--- src/rtl/prit_pkg.sv ---
// shared constants and types for the pending request id tracker
`timescale 1ns / 1ps

package prit_pkg;

    // table geometry
    localparam int TABLE_DEPTH = 8;
    localparam int ID_W        = 32;
    localparam int CNT_W       = $clog2(TABLE_DEPTH + 1);
    localparam int COUNT_W     = 4;

    // opcodes
    localparam logic OP_ISSUE = 1'b0;
    localparam logic OP_ACK   = 1'b1;

    // control broadcast to every cell of the table
    typedef struct packed {
        logic            issue;
        logic            ack;
        logic            full;
        logic [ID_W-1:0] id;
    } prit_ctrl_t;

endpackage

--- src/rtl/prit_cell.sv ---
// one slot of the id table: holds an entry, compares it and shifts from its upper neighbour
`timescale 1ns / 1ps

module prit_cell (
    input  logic                     aclk,
    input  prit_pkg::prit_ctrl_t     ctrl,
    input  logic                     occupied,
    input  logic                     tail,
    input  logic [prit_pkg::ID_W-1:0] next_entry,
    input  logic                     found_in,
    output logic                     found_out,
    output logic [prit_pkg::ID_W-1:0] entry
);
    import prit_pkg::*;

    logic [ID_W-1:0] entry_reg;
    logic [ID_W-1:0] entry_next;
    logic            hit;
    logic            take_next;

    // first match search ripples along the chain
    assign hit       = ctrl.ack && occupied && (entry_reg == ctrl.id);
    assign found_out = found_in || hit;

    // shift down on a full issue, or at and behind the matched slot on acknowledge
    assign take_next = (ctrl.issue && ctrl.full) || (ctrl.ack && found_out);

    always_comb begin
        entry_next = entry_reg;
        if (take_next) begin
            entry_next = next_entry;
        end else if (ctrl.issue && tail) begin
            entry_next = ctrl.id;
        end
    end

    always_ff @(posedge aclk) begin
        entry_reg <= entry_next;
    end

    assign entry = entry_reg;

endmodule

--- src/rtl/pending_request_id_tracker_top.sv ---
// top level of the pending request id tracker: cell chain, fill count, id counter, output register
`timescale 1ns / 1ps

// Keeps the ids of outstanding requests, oldest first, in a chain of TABLE_DEPTH cells.
// An issue beat appends its id (an id of zero takes the next value of a counter that
// runs 1, 2, ... and skips zero on wrap); on a full table the oldest id drops out and
// evicted is set. An acknowledge beat removes the oldest matching id and closes the gap;
// matched tells whether one was found. Every beat gives exactly one result beat, in the
// cycle after it is taken. One beat is taken per cycle while the result register is
// free or being emptied; the cycle time is set by the match search rippling through
// the cell chain, whose length is TABLE_DEPTH.
module pending_request_id_tracker_top (
    input  logic                          aclk,
    input  logic                          aresetn,
    input  logic                          s_valid,
    output logic                          s_ready,
    input  logic                          s_opcode,
    input  logic [prit_pkg::ID_W-1:0]     s_request_id,
    output logic                          m_valid,
    input  logic                          m_ready,
    output logic [prit_pkg::ID_W-1:0]     m_used_id,
    output logic [prit_pkg::COUNT_W-1:0]  m_pending_count,
    output logic                          m_matched,
    output logic                          m_evicted
);
    import prit_pkg::*;

    logic             accept;
    logic             full;
    logic [ID_W-1:0]  used_id;
    prit_ctrl_t       ctrl;

    logic [CNT_W-1:0] count_reg;
    logic [CNT_W-1:0] count_next;
    logic [ID_W-1:0]  auto_id_reg;
    logic [ID_W-1:0]  auto_id_next;
    logic [ID_W-1:0]  auto_id_inc;

    logic             m_valid_reg;
    logic [ID_W-1:0]  used_id_reg;
    logic [CNT_W-1:0] out_count_reg;
    logic             matched_reg;
    logic             evicted_reg;

    logic [ID_W-1:0]  entry_w [TABLE_DEPTH];
    logic             found_w [TABLE_DEPTH+1];

    // handshake: take a beat when the result register is empty or draining
    assign s_ready = !m_valid_reg || m_ready;
    assign accept  = s_valid && s_ready;

    assign full    = (count_reg == CNT_W'(TABLE_DEPTH));
    assign used_id = ((s_opcode == OP_ISSUE) && (s_request_id == '0)) ? auto_id_reg
                                                                      : s_request_id;

    assign ctrl.issue = accept && (s_opcode == OP_ISSUE);
    assign ctrl.ack   = accept && (s_opcode == OP_ACK);
    assign ctrl.full  = full;
    assign ctrl.id    = used_id;

    // chain of cells
    assign found_w[0] = 1'b0;

    for (genvar g = 0; g < TABLE_DEPTH; g++) begin : g_cell
        logic [ID_W-1:0] upper;
        if (g == TABLE_DEPTH - 1) begin : g_last
            assign upper = used_id;
        end else begin : g_mid
            assign upper = entry_w[g+1];
        end

        prit_cell u_cell (
            .aclk       (aclk),
            .ctrl       (ctrl),
            .occupied   (count_reg > CNT_W'(g)),
            .tail       (count_reg == CNT_W'(g)),
            .next_entry (upper),
            .found_in   (found_w[g]),
            .found_out  (found_w[g+1]),
            .entry      (entry_w[g])
        );
    end

    // fill count
    always_comb begin
        count_next = count_reg;
        if (ctrl.issue && !full) begin
            count_next = count_reg + CNT_W'(1);
        end else if (ctrl.ack && found_w[TABLE_DEPTH]) begin
            count_next = count_reg - CNT_W'(1);
        end
    end

    // automatic id counter, skips zero on wrap
    assign auto_id_inc = auto_id_reg + ID_W'(1);

    always_comb begin
        auto_id_next = auto_id_reg;
        if (ctrl.issue && (s_request_id == '0)) begin
            auto_id_next = (auto_id_inc == '0) ? ID_W'(1) : auto_id_inc;
        end
    end

    always_ff @(posedge aclk) begin
        if (!aresetn) begin
            count_reg   <= '0;
            auto_id_reg <= ID_W'(1);
        end else begin
            count_reg   <= count_next;
            auto_id_reg <= auto_id_next;
        end
    end

    // result register
    always_ff @(posedge aclk) begin
        if (!aresetn) begin
            m_valid_reg <= 1'b0;
        end else if (accept) begin
            m_valid_reg <= 1'b1;
        end else if (m_ready) begin
            m_valid_reg <= 1'b0;
        end
    end

    always_ff @(posedge aclk) begin
        if (accept) begin
            used_id_reg   <= used_id;
            out_count_reg <= count_next;
            matched_reg   <= ctrl.ack && found_w[TABLE_DEPTH];
            evicted_reg   <= ctrl.issue && full;
        end
    end

    assign m_valid         = m_valid_reg;
    assign m_used_id       = used_id_reg;
    assign m_pending_count = COUNT_W'(out_count_reg);
    assign m_matched       = matched_reg;
    assign m_evicted       = evicted_reg;

endmodule
--- config.mk ---
export PLATFORM = sky130hd
export DESIGN_NAME = pending_request_id_tracker_top
export DESIGN_NICKNAME = d
export VERILOG_FILES = /design/src/rtl/prit_pkg.sv /design/src/rtl/prit_cell.sv /design/src/rtl/pending_request_id_tracker_top.sv
export SDC_FILE = /design/constraint.sdc
export NUM_CORES = 1
export LEC_CHECK = 0
export ABC_AREA = 1
export BUFFER_PORTS_ARGS = -buffer_cell sky130_fd_sc_hd__buf_2
export CORE_ASPECT_RATIO = 1.75
export CORE_MARGIN = 4
export CORE_UTILIZATION = 45
export CTS_BUF_LIST = sky130_fd_sc_hd__clkbuf_4
export DETAILED_ROUTE_END_ITERATION = 10
export GPL_ROUTABILITY_DRIVEN = 0
export GPL_TIMING_DRIVEN = 0
export PLACE_DENSITY = 0.69
export SYNTH_ARGS = -nofsm -noshare
export SYNTH_HDL_FRONTEND = slang
export SYNTH_HIERARCHICAL = 1
export SYNTH_SLANG_ARGS = --single-unit
--- constraint.sdc ---
create_clock -name aclk -period 7.8 [get_ports aclk]
set_clock_uncertainty 0.15 [all_clocks]
set_input_delay 0.78 -clock aclk [delete_from_list [all_inputs] [get_ports aclk]]
set_output_delay 0.78 -clock aclk [all_outputs]
set_load 0.01 [all_outputs]
==> results of run 1 <==
==> cell usage after synthesis, drive strengths merged <==
cell type  instances
a21oi              4
o21bai            18
nand3            318
or2               25
dfxtp             37
nor4               1
a311oi             4
inv              351
xnor2             80
nand3b             1
nand4             33
o21ai             33
a21o               1
a31oi              1
a31o               1
nor2             262
nand2           1079
ha                 6
and2               3
conb               1
o31ai              1
nor3              17
buf               67
o211a              1
edfxtp           294
a211oi            24
clkbuf            18
xor2              26
==> where the power goes <==
group	internal, W	switching (W)	total [W]
combinational	0.000258	0.000442	0.000700
sequential	0.00208	0.0000640	0.00215
clock	0.000748	0.000710	0.00146
==> worst max-delay path by stage <==
| stage | cells past startpoint | endpoint | slack, ns |
|---|---|---|---|
| 2_1_floorplan | 35 | g_cell[7].u_cell/entry[0] | 1.71 |
| 3_3_place_gp | 32 | g_cell[7].u_cell/entry[2] | -0.89 |
| 3_5_place_dp | 32 | g_cell[6].u_cell/entry[5] | 0.72 |
| 4_1_cts | 32 | g_cell[6].u_cell/entry[23] | 1.52 |
| 5_1_grt | 35 | g_cell[7].u_cell/entry[10] | 1.83 |
| 6_report | 33 | g_cell[7].u_cell/entry[19] | 2.18 |
==> cells by family after synthesis <==
logic type      Yosys count
compound gates           88
buf+inv                 436
xor+xnor                106
flops                   331
fa+ha+maj                 6
other cells               1
simple gates           1739
==> layer usage <==
metal	GRT usage (%)	share of wire, %	up-vias
met5	0	0	-
met2	41.79	56	495
li1	-	-	9002
met1	18.25	33	8255
met3	3.365	4.3	173
met4	13.27	6.6	0
==> stage by stage <==
stage          std cells  setup TNS (ns)
6_report            3538               0
5_1_grt             3538               0
4_1_cts             3536               0
3_5_place_dp        3396               0
3_3_place_gp        3366         -100.99
2_1_floorplan       2707               0
==> tightest hold or removal path: stages <==
cell and delay, ns:
buf_2 0.07, inv_1 0.03, nand2_1 0.10, a21oi_1 0.08
==> layout by cell type (no fill, tap or decap), types with 11 or more instances in the layout <==
master    netlist  routed
nand2_1       890     890
inv_1         348     347
nand3_1       318     313
edfxtp_1      294     294
nor2_1        254     252
nand2_2       172     172
clkbuf_4        0     116
buf_2          26     102
xnor2_1        80      80
dfxtp_1        37      37
nand4_1        33      33
buf_8           0      28
xor2_1         26      26
a211oi_1       24      24
clkbuf_1       18      18
o21bai_2        0      18
clkinv_1        0      18
o21ai_0        29      17
buf_12         16      17
buf_1          16      16
nor3_1         15      15
o21ai_2         0      11
==> area by class of cell <==
| cell class | instances | area, sq um |
|---|---|---|
| timing repair buffer | 106 | 828.3 |
| clock inverter | 24 | 147.6 |
| fill | 4404 | 22410 |
| multi-input combinational | 1940 | 9515 |
| antenna | 2 | 5.005 |
| buffer | 85 | 675.6 |
| inverter | 351 | 1318 |
| tap | 583 | 729.5 |
| clock buffer | 116 | 870.8 |
| sequential | 331 | 9569 |
==> impl_results.md, run 1 <==
- Post CTS Setup Buffer Count: 0
- Hold Vio Cnt, Final: 0
- Yosys cell types: 42
- Total power draw: 0.004304 W
- H-Tree Depth: 3
- F_max: 177.8 MHz
- Max FFs per register: 256
- Register area share after synthesis: 45.71%
- Syn Area/Cell: 7.733 sq um
- Top cell type's share of synthesized area: 42.17%
- Vias post-DR: 17930
- Vias in the first global route: 17800
- Clock latency at the later pin of the worst-skew pair: 0.78 ns
- CP bufs+invs: 13
- Mapped Area: 0.02093 sq mm
- Drt wl/cell: 15.08 um
- Largest net degree at the start of global routing: 33
- Design Area, Final: 0.02366 sq mm
- Combinational family with the most area after synthesis: simple AND/OR/NAND/NOR gates
- Max Transition Viols Final: 0
- Total core area: 0.04606 sq mm
- Post-synthesis adder-cell area fraction: 0.3586%
- Syn_nets: 2750
- Post-CTS sizing: 0
- Arr. time, crit path: 5.90 ns
- I/O Pins: 77
- Area Overhead vs Synth: 13.02%
- Antenna violations before repair: 2
- Routed wire length: 53.35 mm
- Worst path required time: 8.08 ns
- Hold WC Path Type: primary input to flip-flop
- Slew @ Worst Pin: 1.070 ns
- Die Span X: 171.0 um
- Synth Area in XOR/XNOR: 4.435%
- Status: finished, final reports clean
- Setup slack after layout: 2.176 ns
- DR iter-0 viols: 987
- Critical path fanouts, max: 21
- DP HPWL: 40.85 mm
- Number of max-cap violations: 0
- Critical Path End Type: flip-flop
- Clock Path Buffers: 3
- Clock slew at reported path FFs: 0.06 ns
- Leak Pwr: 10.90 nW
- Clock Tree Root: clkbuf_4
- Post-synthesis register bit count: 331
- CTS tree: built
- Hold EP: m_valid
- Final setup violation count: 0
- Delay-heaviest family, CP: simple AND/OR/NAND/NOR gates
- Worst path slowest cell: o21bai_2
- Most frequent CP cell: inv_1
- Share of cells above drive strength 1: 17.88%
- Cells after synthesis: 2707
- Max incr delay on CP: 0.95 ns
- Synth Area in Compound Gates: 2.749%
- DR pass1 iterations: 5
- WHS Path Cells: 4
- CTS Buf Count: 82
- Hold path start: m_ready
- Power Density: 181.9 mW/mm^2
- Post-synth top area cell: edfxtp_1
- Rel. slew slack: 28.67%
- Global-route wire length before repair: 83.47 mm
- CP Launch Point: s_request_id[29]
- Min Hold Slack: 0.2029 ns
- Max VDD drop: 0.0001063 V
- Synthesis Warnings: 6
- DRC violations left: 0
- Initial Util: 45.44%
- Tmin final: 5.624 ns
- Worst r2r src: auto_id_reg[4]
- Unrepaired setup endpoints after global routing: no
- Area after DPL: 0.02262 sq mm
- Die Span Y: 293.3 um
- R2R depth: 26
- Clock Sinks: 331
- Synth Area in Simple Gates: 37.21%
- Synth top area cells: edfxtp_1 (42%), nand2_1 (16%), nand3_1 (7.6%)
- Port Buffers: 76
- R2R setup slack: 3.02 ns
- Die area: 0.05017 sq mm
- Pre-CTS WS: 0.7214 ns
- Final period util: 72.10%
- End-of-flow core utilization: 51.36%
- R2R Path End: g_cell[7].u_cell/entry[19]
- Setup CP Type: primary input to flip-flop
- Num rows: 104
- Hold-fix buffers, CTS: 0
- Post-DR vias/cell: 5.066
- Grt ovf: 0
- GRT Total Usage: 20.78%
- Fin nets: 2940
- Multiplexer share of the synthesized area: 0%
- Startpoint type of the worst setup path: primary input
- Routed Antenna Nets: 0
(Power assumes the default switching activity.)
==> inputs of run 2 (changes only) <==
==> constraint.sdc (replaced) <==
create_clock -name aclk -period 5.5 [get_ports aclk]
set_clock_uncertainty 0.15 [all_clocks]
set_input_delay 0.55 -clock aclk [delete_from_list [all_inputs] [get_ports aclk]]
set_output_delay 0.55 -clock aclk [all_outputs]
set_load 0.01 [all_outputs]
==> impl_results.md, run 2 (synthesis gave the netlist of run 1 again) <==
- DR iter-0 viols: 910 (-7.8%)
- Arr. time, crit path: 5.27 ns (-0.63 ns)
- Clock Path Buffers: 3 (unchanged)
- Min Hold Slack: 0.09524 ns (-0.1077 ns)
- Max Transition Viols Final: 0 (unchanged)
- End-of-flow core utilization: 51.69% (+0.33 points)
- Status: finished, final reports clean
- Max FFs per register: 256 (unchanged)
- R2R Path End: g_cell[7].u_cell/entry[16]
- Hold WC Path Type: primary input to flip-flop
- Share of cells above drive strength 1: 17.86% (-0.018 points)
- DP HPWL: 42.81 mm (+4.8%)
- Grt ovf: 0 (unchanged)
- GR Util met1: 18.39% (+0.14 points)
- Power Density: 251.3 mW/mm^2 (+38%)
- Leak Pwr: 10.95 nW (+0.44%)
- Antenna violations before repair: 1 (-1)
- Die area: 0.05017 sq mm (unchanged)
- Initial Util: 45.44% (unchanged)
- Global-route wire length before repair: 87.63 mm (+5.0%)
- Grt peak-use layer: met2
- Clock Sinks: 331 (unchanged)
- Worst path required time: 5.75 ns (-2.33 ns)
- CP endpoint: g_cell[7].u_cell/entry[16]
- Vias in the first global route: 18590 (+4.5%)
- Clock slew at reported path FFs: 0.07 ns (about the same)
- CTS Buf Count: 78 (-4.9%)
- Max incr delay on CP: 0.54 ns (-0.41 ns)
- Die Span X: 171.0 um (unchanged)
- Most frequent CP cell: inv_1
- Fillers: 4290 (-2.6%)
- Unrepaired setup endpoints after global routing: no
- Total core area: 0.04606 sq mm (unchanged)
- Largest net degree at the start of global routing: 33 (unchanged)
- Routed wire length: 55.41 mm (+3.9%)
- Startpoint type of the worst setup path: primary input
- Tmin final: 5.027 ns
- Max VDD drop: 0.0001526 V (+44%)
- Post-DR vias/cell: 5.117 (+1.0%)
- R2R setup slack: 1.07 ns (-1.95 ns)
- GRT Total Usage: 21.90% (+1.1 points)
- Hold path start: s_request_id[5]
- Final period util: 91.40%
- F_max: 198.9 MHz
- Vias post-DR: 18120 (+1.1%)
- CP Launch Point: s_request_id[25]
- R2R depth: 28 (+7.7%)
- Die Span Y: 293.3 um (unchanged)
- Critical path fanouts, max: 32 (+52%)
- Hold Vio Cnt, Final: 0 (unchanged)
- Worst r2r src: auto_id_reg[17]
- Critical Path End Type: flip-flop
- Setup CP Type: primary input to flip-flop
- Fin nets: 2950 (+0.34%)
- GRT met2 Usage: 43.13% (+1.3 points)
- Clock latency at the later pin of the worst-skew pair: 0.79 ns (about the same)
- Clock Tree Root: clkbuf_4
- DRC violations left: 0 (unchanged)
- Port Buffers: 76 (unchanged)
- Most frequent cells in the layout: nand2_1 (890), inv_1 (347), nand3_1 (312), edfxtp_1 (294), nor2_1 (252)
- Met3 usage: 3.702% (+0.34 points)
- Final setup violation count: 0 (unchanged)
- Worst path slowest cell: o21bai_4
- I/O Pins: 77 (unchanged)
- Slew @ Worst Pin: 0.9806 ns (-0.08940 ns)
- Commonest non-fill, non-tap cell in the layout: nand2_1
- CTS tree: built
- Number of max-cap violations: 0 (unchanged)
- Num rows: 104 (unchanged)
- Area Overhead vs Synth: 13.75%
- DR pass1 iterations: 5 (unchanged)
- Routed Antenna Nets: 0 (unchanged)
- H-Tree Depth: 3 (unchanged)
- Rel. slew slack: 34.63% (+6.0 points)
- Drt wl/cell: 15.65 um (+3.8%)
## run 2: final cells by class
class	count	area (sq um)	area share (%)
Multi-Input combinational cell	1940	9584	40.25
Clock inverter	23	123.9	0.5202
Tap cell	583	729.5	3.063
Clock buffer	106	795.8	3.342
Inverter	351	1318	5.533
Timing Repair Buffer	120	1011	4.245
Buffer	85	676.9	2.843
Antenna cell	2	5.005	0.02102
Sequential cell	331	9569	40.19
## run 2: how the worst min path moves through the flow
stage | cells after the start | end | slack (ns)
after global routing | 5 | g_cell[7].u_cell/entry[5] | 0.05
after floorplan | 2 | auto_id_reg[31] | 0.32
after CTS | 5 | g_cell[7].u_cell/entry[5] | 0.01
after global placement | 2 | auto_id_reg[31] | 0.34
final | 5 | g_cell[7].u_cell/entry[5] | 0.1
after detailed placement | 2 | auto_id_reg[30] | 0.36
## run 2: routing by layer
layer / vias up / routed length, um
met1: 8402 / 17580
met5: - / 0
met3: 215 / 2074
met2: 488 / 30840
li1: 9015 / -
met4: 0 / 4917
## run 2: timing repair
action	4_1_cts	5_1_grt
hold buffers	11	0
setup endpoints to repair	33	91
pin swaps	0	1
buffers inserted	0	3
hold endpoints to repair	16	0
resized for setup	1	12
## run 2: power by group
group / switching [W] / internal [W]
registers: 0.0000908 / 0.00295
clock network: 0.000991 / 0.000938
logic: 0.000633 / 0.000378
total: 0.00171 / 0.00427
## run 2: metrics by stage
step	setup slack, ns	instances	total power (W)	setup TNS [ns]	cell area, sq um
2_1_floorplan	0.03178	2707	0.003795	0	20930
3_3_place_gp	-2.349	3366	0.004022	-663.96	22040
3_5_place_dp	-0.9634	3396	0.004096	-125.53	22670
4_1_cts	0.09216	3536	0.006046	0	23710
5_1_grt	0.1706	3540	0.006305	0	23810
6_report	0.4731	3541	0.005983	0	23810
## run 2: critical path, delay by kind of cell
kind	cells	cell delay [ns]
and+or+nand+nor	20	2.44
buffers and inverters	14	1.69
AOI/OAI and AO/OA	1	0.54
